<file path="src/design/egcd_pkg.sv">
// Shared types and constants for the extended Euclidean gcd unit.
package egcd_pkg;

  localparam int WIDTH      = 32;
  localparam int CNT_W      = $clog2(WIDTH);
  localparam int IN_TDATA_W  = ((2 * WIDTH + 7) / 8) * 8;
  localparam int OUT_TDATA_W = ((3 * WIDTH + 7) / 8) * 8;

  typedef logic [WIDTH-1:0] word_t;

  typedef enum logic [2:0] {
    ST_IDLE,
    ST_CHECK,
    ST_DIV,
    ST_UPDATE,
    ST_DONE
  } egcd_state_t;

  // Sequencer commands to the datapath
  typedef struct packed {
    logic load;
    logic div_init;
    logic div_step;
    logic update;
  } egcd_ctl_t;

  // Datapath status back to the sequencer
  typedef struct packed {
    logic r1_zero;
    logic last_step;
  } egcd_stat_t;

endpackage

</file>
<file path="src/design/egcd_core.sv">
// Datapath: remainder pair, coefficient pairs and the shared shift-subtract step.
module egcd_core (
  input  logic               clk,
  input  logic               rst,
  input  egcd_pkg::egcd_ctl_t  ctl,
  output egcd_pkg::egcd_stat_t stat,
  input  logic               signed_operands,
  input  egcd_pkg::word_t    operand_a,
  input  egcd_pkg::word_t    operand_b,
  output egcd_pkg::word_t    gcd_value,
  output egcd_pkg::word_t    coef_a,
  output egcd_pkg::word_t    coef_b
);
  import egcd_pkg::*;

  localparam word_t SIGN_BIT = word_t'(1) << (WIDTH - 1);

  // Saturating absolute value
  function automatic word_t magnitude(input word_t v, input logic sgn);
    word_t res;
    if (!sgn || !v[WIDTH-1]) begin
      res = v;
    end else if (v == SIGN_BIT) begin
      res = SIGN_BIT - word_t'(1);
    end else begin
      res = word_t'(0) - v;
    end
    return res;
  endfunction

  // Multiply coefficient by the operand's sign (-1, 0, 1)
  function automatic word_t apply_sign(input word_t coef, input word_t opnd, input logic sgn);
    word_t res;
    if (opnd == '0) begin
      res = '0;
    end else if (sgn && opnd[WIDTH-1]) begin
      res = word_t'(0) - coef;
    end else begin
      res = coef;
    end
    return res;
  endfunction

  word_t r0, r1, x0, x1, y0, y1;
  word_t rem, dvd, px, py;
  word_t a_raw, b_raw;
  logic  sgn;
  logic [CNT_W-1:0] cnt;

  logic [WIDTH:0] trial, diff;
  logic           ge;
  word_t          rem_next;

  // One restoring-division bit; quotient bit also drives the Horner products
  always_comb begin
    trial    = {rem, dvd[WIDTH-1]};
    diff     = trial - {1'b0, r1};
    ge       = (trial >= {1'b0, r1});
    rem_next = ge ? diff[WIDTH-1:0] : trial[WIDTH-1:0];
  end

  always_ff @(posedge clk) begin
    if (ctl.load) begin
      a_raw <= operand_a;
      b_raw <= operand_b;
      sgn   <= signed_operands;
      r0    <= magnitude(operand_a, signed_operands);
      r1    <= magnitude(operand_b, signed_operands);
      x0    <= word_t'(1);
      x1    <= '0;
      y0    <= '0;
      y1    <= word_t'(1);
    end else if (ctl.div_init) begin
      rem <= '0;
      dvd <= r0;
      px  <= '0;
      py  <= '0;
      cnt <= '0;
    end else if (ctl.div_step) begin
      rem <= rem_next;
      dvd <= {dvd[WIDTH-2:0], 1'b0};
      px  <= {px[WIDTH-2:0], 1'b0} + (ge ? x1 : '0);
      py  <= {py[WIDTH-2:0], 1'b0} + (ge ? y1 : '0);
      cnt <= cnt + CNT_W'(1);
    end else if (ctl.update) begin
      r0 <= r1;
      r1 <= rem;
      x0 <= x1;
      x1 <= x0 - px;
      y0 <= y1;
      y1 <= y0 - py;
    end
  end

  assign stat.r1_zero   = (r1 == '0);
  assign stat.last_step = (cnt == CNT_W'(WIDTH - 1));

  assign gcd_value = r0;
  assign coef_a    = apply_sign(x0, a_raw, sgn);
  assign coef_b    = apply_sign(y0, b_raw, sgn);

  // Partial remainder stays below the divisor
  a_rem_below: assert property (@(posedge clk) disable iff (rst)
    ctl.div_step |-> rem < r1)
    else $error("partial remainder not below divisor");

  // Never start a division by zero
  a_div_nonzero: assert property (@(posedge clk) disable iff (rst)
    ctl.div_init |-> r1 != '0)
    else $error("division started with zero divisor");

  // Each Euclid step shrinks the remainder pair
  a_shrink: assert property (@(posedge clk) disable iff (rst)
    ctl.update |=> r1 < r0)
    else $error("remainder did not shrink");

endmodule

</file>
<file path="src/design/egcd_ctrl.sv">
// Sequencer: load, per-iteration division sweep, coefficient update, hand-off.
module egcd_ctrl (
  input  logic                 clk,
  input  logic                 rst,
  input  logic                 in_accept,
  input  logic                 out_free,
  input  egcd_pkg::egcd_stat_t stat,
  output egcd_pkg::egcd_ctl_t  ctl,
  output logic                 in_ready,
  output logic                 out_load
);
  import egcd_pkg::*;

  egcd_state_t state, state_next;

  always_ff @(posedge clk) begin
    if (rst) begin
      state <= ST_IDLE;
    end else begin
      state <= state_next;
    end
  end

  always_comb begin
    state_next = state;
    unique case (state)
      ST_IDLE:   if (in_accept) state_next = ST_CHECK;
      ST_CHECK:  state_next = stat.r1_zero ? ST_DONE : ST_DIV;
      ST_DIV:    if (stat.last_step) state_next = ST_UPDATE;
      ST_UPDATE: state_next = ST_CHECK;
      ST_DONE:   if (out_free) state_next = ST_IDLE;
      default:   state_next = ST_IDLE;
    endcase
  end

  always_comb begin
    ctl      = '0;
    in_ready = 1'b0;
    out_load = 1'b0;
    unique case (state)
      ST_IDLE: begin
        in_ready = 1'b1;
        ctl.load = in_accept;
      end
      ST_CHECK:  ctl.div_init = !stat.r1_zero;
      ST_DIV:    ctl.div_step = 1'b1;
      ST_UPDATE: ctl.update   = 1'b1;
      ST_DONE:   out_load     = out_free;
      default: ;
    endcase
  end

endmodule

</file>
<file path="src/design/extended_euclid_gcd_unit.sv">
// Top level of the extended Euclidean gcd unit: stream ports, config register, output register.
//
// Takes two WIDTH-bit operands per item and returns gcd(|a|,|b|) with Bezout
// coefficients such that coef_a*a + coef_b*b == gcd (mod 2^WIDTH). The
// signed_operands register (reset 1) selects two's complement or unsigned
// operands; in signed mode the most negative value is taken as 2^(WIDTH-1)-1,
// and a zero operand always gets a zero coefficient. The unit works on one item
// at a time: s_axis_tready is high only while idle. Each Euclid iteration runs
// a bit-serial restoring division, one quotient bit per cycle, and the same
// quotient bits build q*x and q*y by shift-and-add. The number of Euclid
// iterations per item is data dependent: 0 when operand_b is zero, at most
// about 46 for 32-bit operands. The result sits in an output register, so the
// next item can be accepted while it waits.
module extended_euclid_gcd_unit (
  input  logic                             clk,
  input  logic                             rst,
  // config write
  input  logic                             cfg_valid,
  output logic                             cfg_ready,
  input  logic                             cfg_data,       // signed_operands
  // input items
  input  logic                             s_axis_tvalid,
  output logic                             s_axis_tready,
  input  logic [egcd_pkg::IN_TDATA_W-1:0]  s_axis_tdata,   // operand_a, operand_b
  // result items
  output logic                             m_axis_tvalid,
  input  logic                             m_axis_tready,
  output logic [egcd_pkg::OUT_TDATA_W-1:0] m_axis_tdata    // gcd_value, coef_a, coef_b
);
  import egcd_pkg::*;

  logic       signed_operands;
  egcd_ctl_t  ctl;
  egcd_stat_t stat;
  logic       in_accept, out_free, out_load;
  word_t      gcd_value, coef_a, coef_b;
  logic [OUT_TDATA_W-1:0] out_pack;

  assign cfg_ready = 1'b1;

  always_ff @(posedge clk) begin
    if (rst) begin
      signed_operands <= 1'b1;
    end else if (cfg_valid && cfg_ready) begin
      signed_operands <= cfg_data;
    end
  end

  assign in_accept = s_axis_tvalid && s_axis_tready;
  assign out_free  = !m_axis_tvalid || m_axis_tready;

  egcd_ctrl u_ctrl (
    .clk       (clk),
    .rst       (rst),
    .in_accept (in_accept),
    .out_free  (out_free),
    .stat      (stat),
    .ctl       (ctl),
    .in_ready  (s_axis_tready),
    .out_load  (out_load)
  );

  egcd_core u_core (
    .clk             (clk),
    .rst             (rst),
    .ctl             (ctl),
    .stat            (stat),
    .signed_operands (signed_operands),
    .operand_a       (s_axis_tdata[WIDTH-1:0]),
    .operand_b       (s_axis_tdata[2*WIDTH-1:WIDTH]),
    .gcd_value       (gcd_value),
    .coef_a          (coef_a),
    .coef_b          (coef_b)
  );

  // Pack fields lowest first, zero fill to whole bytes
  always_comb begin
    out_pack                      = '0;
    out_pack[WIDTH-1:0]           = gcd_value;
    out_pack[2*WIDTH-1:WIDTH]     = coef_a;
    out_pack[3*WIDTH-1:2*WIDTH]   = coef_b;
  end

  // Output register
  always_ff @(posedge clk) begin
    if (rst) begin
      m_axis_tvalid <= 1'b0;
    end else if (out_load) begin
      m_axis_tvalid <= 1'b1;
    end else if (m_axis_tready) begin
      m_axis_tvalid <= 1'b0;
    end
  end

  always_ff @(posedge clk) begin
    if (out_load) begin
      m_axis_tdata <= out_pack;
    end
  end

  // Busy right after an item is taken
  a_busy_after_accept: assert property (@(posedge clk) disable iff (rst)
    in_accept |=> !s_axis_tready)
    else $error("ready again right after accept");

  // A result never overwrites one still waiting
  a_no_overwrite: assert property (@(posedge clk) disable iff (rst)
    out_load |-> (!m_axis_tvalid || m_axis_tready))
    else $error("result register overwritten");

  // Exactly one result per item: loading happens only with no new input taken
  a_load_excl: assert property (@(posedge clk) disable iff (rst)
    out_load |-> !in_accept)
    else $error("result load collides with input accept");

endmodule
</file>
<file path="config.mk">
export PLATFORM = sky130hd
export DESIGN_NAME = extended_euclid_gcd_unit
export DESIGN_NICKNAME = d
export VERILOG_FILES = /design/src/design/egcd_pkg.sv /design/src/design/egcd_core.sv /design/src/design/egcd_ctrl.sv /design/src/design/extended_euclid_gcd_unit.sv
export SDC_FILE = /design/constraint.sdc
export NUM_CORES = 1
export LEC_CHECK = 0
export ABC_AREA = 1
export BUFFER_PORTS_ARGS = -buffer_cell sky130_fd_sc_hd__clkbuf_2
export CORE_UTILIZATION = 45
export DETAILED_ROUTE_END_ITERATION = 12
export PLACE_DENSITY = 0.74
export SYNTH_ARGS = -nofsm -noshare
export SYNTH_HDL_FRONTEND = slang
export SYNTH_SLANG_ARGS = --single-unit
</file>
<file path="constraint.sdc">
create_clock -name clk -period 18 [get_ports clk]
set_input_delay 0.9 -clock clk [delete_from_list [all_inputs] [get_ports clk]]
set_output_delay 0.9 -clock clk [all_outputs]
set_load 0.02 [all_outputs]
</file>
-- After elaboration in Yosys (flattened, before gate mapping)
Index checks and enable logic that the tools add are counted.
- add/subtract/negate cells: 10
- order comparisons: 1
- equal/unequal tests: 12
- muxes and demuxes: 36
- bitwise operators: 3
- reductions and logical operators: 22
- operator list (kind ; number):
    $mux 32 ; 22
    $sub 1x32->32 const A ; 4
    $logic_not 32->1 ; 3
    $sub 32x32->32 ; 3
    $add 32x32->32 ; 2
    $eq 32x32->1 const B ; 2
    $ge 33x32->1 ; 1
    $pmux 3 s5 ; 1
    $mux 3 ; 4
    $reduce_and 3->1 ; 3
    $mux 1 ; 8
    $ne 2x1->1 const B ; 4
    $eq 3x2->1 const B ; 2
    $reduce_bool 2->1 ; 3
    $add 5x1->5 const B ; 1
    $eq 5x5->1 const B ; 1
    $logic_not 1->1 ; 5
    $mux 5 ; 1
    $eq 3x1->1 const B ; 1
    $eq 3x3->1 const B ; 1
    $logic_and 1x1->1 ; 3
    $logic_not 3->1 ; 1
    $logic_or 1x1->1 ; 3
    $not 1->1 ; 3
    other kinds (2) ; 2
- register bits: 491
- bits of input ports: 70
- output and inout bits: 99
- word-level logic and storage cells: 104

-- Depth between registers and ports, before layout
- word-level depth: 6
- depth in mapped cells: 31

-- Modules after synthesis
From an unflattened synthesis, not the netlist that was laid out.
- cell total of the unflattened synthesis: 3963
- area total of the unflattened synthesis: 30838.3 µm²
- modules (own cells, without submodules) (module ; instances ; cells an instance ; area each (µm²) ; sequential area each (µm²)):
    egcd_core ; 1 ; 3824 ; 27670.3 ; 10430.0
    extended_euclid_gcd_unit ; 1 ; 110 ; 2980.4 ; 2922.8
    egcd_ctrl ; 1 ; 29 ; 187.7 ; 60.1

-- Worst setup path after synthesis
Ideal clock, no wire load.
- path type: input-to-reg
- from: in m_axis_tready
- to: reg m_axis_tdata[0] in the netlist's numbering, enable pin
- arrival time: 9992 ps
- data required time: 17214 ps
- setup slack: 7222 ps
- stages: 2
- buffers on the path: 0
- cell sequence: nor2_1 nor4_1
- longest elaborated chain between the ends: 2
- RTL lines (item ; RTL line ; source):
    from (decl) ; extended_euclid_gcd_unit.sv:27 ; input logic m_axis_tready,
    $logic_or 1x1->1 ; extended_euclid_gcd_unit.sv:50 ; assign out_free = !m_axis_tvalid || m_axis_tready;
    $mux 1 ; egcd_ctrl.sv:40 ; unique case (state)
    via out_load ; extended_euclid_gcd_unit.sv:35 ; logic in_accept, out_free, out_load;
    to (signal assigned) ; extended_euclid_gcd_unit.sv:97 ; m_axis_tdata <= out_pack;
    to (decl) ; extended_euclid_gcd_unit.sv:28 ; output logic [egcd_pkg::OUT_TDATA_W-1:0] m_axis_tdata
The timed path passes the listed nets, and every way through them passes these cells.
A chain may end at the register's enable or synchronous reset.

-- Worst setup path after layout
- from: reg u_core.rem[23]
- to: reg u_core.py[19], data pin
- longest elaborated chain between the ends: 4
- RTL lines (item ; RTL line ; source):
    from (decl) ; egcd_core.sv:45 ; word_t rem, dvd, px, py;
    from (signal assigned) ; egcd_core.sv:80 ; rem <= rem_next;
    $ge 33x32->1 ; egcd_core.sv:58 ; ge = (trial >= {1'b0, r1});
    $mux 32 ; egcd_core.sv:83 ; py <= {py[WIDTH-2:0], 1'b0} + (ge ? y1 : '0);
    $add 32x32->32 ; egcd_core.sv:83 ;
    $mux 32 ; egcd_core.sv:79 ; end else if (ctl.div_step) begin
    to (signal assigned) ; egcd_core.sv:83 ;
    to (decl) ; egcd_core.sv:45 ;
Every way passes these cells. The select of a mux whose other input is x is not followed.

==> flow_metrics.env <==
export IMPL_synthArstFlopShare_pct=0
export IMPL_grt_pass1_wl_um=137700
export IMPL_vdd_drop_max_mv=0.09751
export IMPL_max_slew_worst_pin_slew_ns=1.120
export IMPL_ys_seq_elements=491
export IMPL_clockBufferDepth=3
export IMPL_crit_path_frequent_cell="nand2_1"
export IMPL_grt_start_max_net_pins=99
export IMPL_skew_ns=0.03890
export IMPL_synth_cells=3847
export IMPL_synth_edf_count=358
export IMPL_yosys_area_share_xor_xnor_pct=3.479
export IMPL_finish_utilization_pct=50.84
export IMPL_io_buffer_count=167
export IMPL_rsz0062_at_grt="false"
export IMPL_final_cell_area_mm2=0.03426
export IMPL_first_pass_iters=6
export IMPL_worstPathMaxFanout=62
export IMPL_synth_seq_area_share_pct=43.67
export IMPL_placedCellCount=4801
export IMPL_rr_endpoint="u_core.py[19]$_SDFFCE_PP0P_"
export IMPL_setup_tns_ns=0
export IMPL_slew_viol_final=0
export IMPL_fin_ws_ns=13.46
export IMPL_htree_levels=2
export IMPL_hold_depth=0
export IMPL_die_area_mm2=0.06931
export IMPL_drt_iter0_drc=2449
export IMPL_r2r_cells=24
export IMPL_pin_count=169
export IMPL_grt_pass1_vias=25290
export IMPL_drc=0
export IMPL_gr_total_overflow=0
export IMPL_worstSetupStartpointType="register"
export IMPL_wl_per_cell_um=18.03
export IMPL_power_density_mw_per_mm2=180.2
export IMPL_r2r_setup_slack_ns=13.46
export IMPL_routed_wl_um=88420
export IMPL_leakagePower_nw=15.28
export IMPL_synth_adder_area_share_pct=6.843
export IMPL_ctsHoldBuffers=0
export IMPL_path_class="register to register"
export IMPL_hold_end="m_axis_tdata[6]$_DFFE_PP_"
export IMPL_cts_setup_buffers=0
export IMPL_holdWs_ns=0.4528
export IMPL_syn_cell_area_mm2=0.03072
export IMPL_report_final_setup_viol=0
export IMPL_final_cell_count_no_fill=4904
export IMPL_finalCriticalPeriod_ns=4.542
export IMPL_rr_startpoint="u_core.rem[23]$_SDFFCE_PP0P_"
export IMPL_clk_root_buffer_cell="clkbuf_16"
export IMPL_clkTransAtPathRegs_ns=0.06
export IMPL_synth_mux_area_fraction_pct=0
export IMPL_drive_gt1_share_pct=8.931
export IMPL_vias=27000
export IMPL_max_freq_mhz=220.2
export IMPL_yosys_area_share_simple_pct=21.37
export IMPL_worstPathArrival_ns=4.90
export IMPL_drv_cap=0
export IMPL_ys_flop_type="edfxtp_1"
export IMPL_cts_buffers=55
export IMPL_dp_hpwl_um=67120
export IMPL_min_from="u_core.gcd_value[6]$_DFFE_PP_"
export IMPL_relSlewSlack_pct=25.36
export IMPL_postRouteAntennaNets=0
export IMPL_syn_mean_instance_area_um2=7.984
export IMPL_vias_per_cell=5.507
export IMPL_core_area_mm2=0.06740
export IMPL_synth_net_count=4082
export IMPL_required_ns=18.36
export IMPL_crit_chain="ha_1 > nand2_1 > inv_1 > a21oi_1 > nand2_1 > nand2_1 > nand3_1 > nor2_1 > nand2_2 > inv_2 > buf_4 > nor2_1 > ha_1 > fa_1 > nand2_1 > inv_1 > nand2_1 > nand2_1 > a21oi_1 > o21ai_0 > a21oi_1 > inv_1 > o21ai_0 > a21oi_1"
export IMPL_grt_usage_pct=25.06
export IMPL_worstHoldPathType="register to register"
export IMPL_synth_cell_type_count=62
export IMPL_slowest_delay_ns=0.51
export IMPL_clk_latency_ns=0.63
export IMPL_die_x_um=263.3
export IMPL_antenna_found_initial=3
export IMPL_place_ws_ns=13.57
export IMPL_start_util_pct=45.58
export IMPL_std_cell_rows=95
export IMPL_hold_viol=0
export IMPL_tritoncts="done"
export IMPL_cts_resized=0
export IMPL_place_congestion=0.9848
export IMPL_final_period_utilization_pct=25.23
export IMPL_nets=4220
export IMPL_cts_sinks=491
export IMPL_synth_compound_area_share_pct=16.88
export IMPL_yosysWarnings=0
export IMPL_power_mw=6.173
export IMPL_antenna_cells=0
export IMPL_place_area_mm2=0.03233
export IMPL_die_y_um=263.3
export IMPL_end_kind="register"
export IMPL_syn_to_final_growth_pct=11.54
export IMPL_status="finished, final reports clean"
export IMPL_slowest_stage="buf_4"
export IMPL_synth_top_family_by_area="simple AND/OR/NAND/NOR gates"
[cell families after synthesis]
| logic type | Yosys count |
|---|---|
| flops | 491 |
| fa+ha+maj | 165 |
| xor+xnor | 122 |
| simple gates | 1541 |
| compound gates | 918 |
| buf+inv | 609 |
| other cells | 1 |
[worst max path at each step]
stage / from / to / slack [ns]
3_5_place_dp: u_core.rem[23]$_SDFFCE_PP0P_ / u_core.py[19]$_SDFFCE_PP0P_ / 13.57
2_1_floorplan: m_axis_tready / m_axis_tdata[0]$_DFFE_PP_ / 7.22
4_1_cts: u_core.rem[23]$_SDFFCE_PP0P_ / u_core.py[19]$_SDFFCE_PP0P_ / 13.53
5_1_grt: u_core.rem[9]$_SDFFCE_PP0P_ / u_core.px[23]$_SDFFCE_PP0P_ / 12.96
6_report: u_core.rem[23]$_SDFFCE_PP0P_ / u_core.py[19]$_SDFFCE_PP0P_ / 13.46
3_3_place_gp: u_core.rem[6]$_SDFFCE_PP0P_ / u_core.px[23]$_SDFFCE_PP0P_ / 13.67
[Yosys cell counts, types with 18 or more instances]
cell type / instances / area, um2
o21ai_0: 283 / 1416
edfxtp_1: 358 / 10750
ha_1: 160 / 2002
nor2_1: 466 / 1749
o21a_1: 18 / 135.1
nand3_1: 152 / 760.7
clkbuf_1: 65 / 244.0
xor2_1: 75 / 656.9
a21oi_1: 420 / 2102
nor3_1: 57 / 285.3
inv_1: 496 / 1862
dfxtp_1: 133 / 2663
nand2_1: 708 / 2658
nand4_1: 49 / 306.5
o21bai_1: 29 / 217.7
xnor2_1: 47 / 411.6
buf_2: 23 / 115.1
o211ai_1: 37 / 277.8
o21ai_1: 34 / 170.2
nor4_1: 41 / 256.5
a21o_1: 19 / 142.6
[worst max-delay path, delay by kind of cell, from the launching register on]
| kind | cells | cell delay (ns) |
|---|---|---|
| AOI/OAI and AO/OA | 6 | 1.13 |
| adders and majority gates | 3 | 1.01 |
| and+or+nand+nor | 10 | 0.89 |
| buffers and inverters | 5 | 0.74 |
| DFF | 1 | 0.45 |
[per-layer routing]
layer	routed length [um]	GRT usage, %	up-vias
li1	-	-	13350
met1	39800	34.66	12390
met2	38020	38.61	1068
met3	7421	5.313	190
met4	3139	9.009	4
met5	27	0	-
[where the power goes]
group	leakage, nW	switching, mW	internal (mW)	total (mW)
combinational	9.91	2.04	0.972	3.01
clock	0.932	0.483	0.710	1.19
sequential	4.44	0.234	1.73	1.97
total	15.3	2.76	3.41	6.17
[registers in the layout (all words and copies together) (netlist names)]
name and flops:
m_axis_tdata 96, u_core.a_raw 32, u_core.b_raw 32, u_core.dvd 32, u_core.gcd_value 32, u_core.px 32, u_core.py 32, u_core.r1 32
u_core.rem 32, u_core.x0 32, u_core.x1 32, u_core.y0 32, u_core.y1 32, u_core.cnt 5, u_ctrl.state 3, m_axis_tvalid 1
signed_operands 1, u_core.sgn 1
[final cells by class]
class / instances / area [um2]
multi-input combinational: 2747 / 14960
timing repair buffer: 184 / 963.4
sequential: 491 / 13410
fill: 6376 / 33130
clock buffer: 75 / 1558
tap: 873 / 1092
clock inverter: 28 / 370.4
inverter: 506 / 1904
[layout by cell type (no fill, tap or decap), types with 7 or more instances in the layout]
cell type,Yosys,routed
clkinv_2,0,7
clkbuf_16,0,57
inv_2,9,8
clkbuf_1,65,11
a31oi_1,16,16
o21ai_1,34,34
clkbuf_2,0,167
xnor2_1,47,47
nand2_2,9,10
o22a_1,13,13
xor2_1,75,75
a21oi_1,420,420
edfxtp_1,358,358
nand3b_1,9,9
nand2_1,708,705
nor2_2,9,9
o21ai_0,283,283
ha_1,160,160
o21bai_1,29,29
inv_1,496,495
o21a_1,18,18
buf_4,3,17
a21o_1,19,19
nor2_1,466,466
a21boi_0,7,7
dfxtp_1,133,133
a22oi_2,8,8
nor3_1,57,57
a2bb2oi_2,7,7
nand4_1,49,49
o211ai_1,37,37
or2_2,12,12
bufinv_16,0,7
nand3_1,152,151
nor4_1,41,40
(Power assumes the default switching activity.)
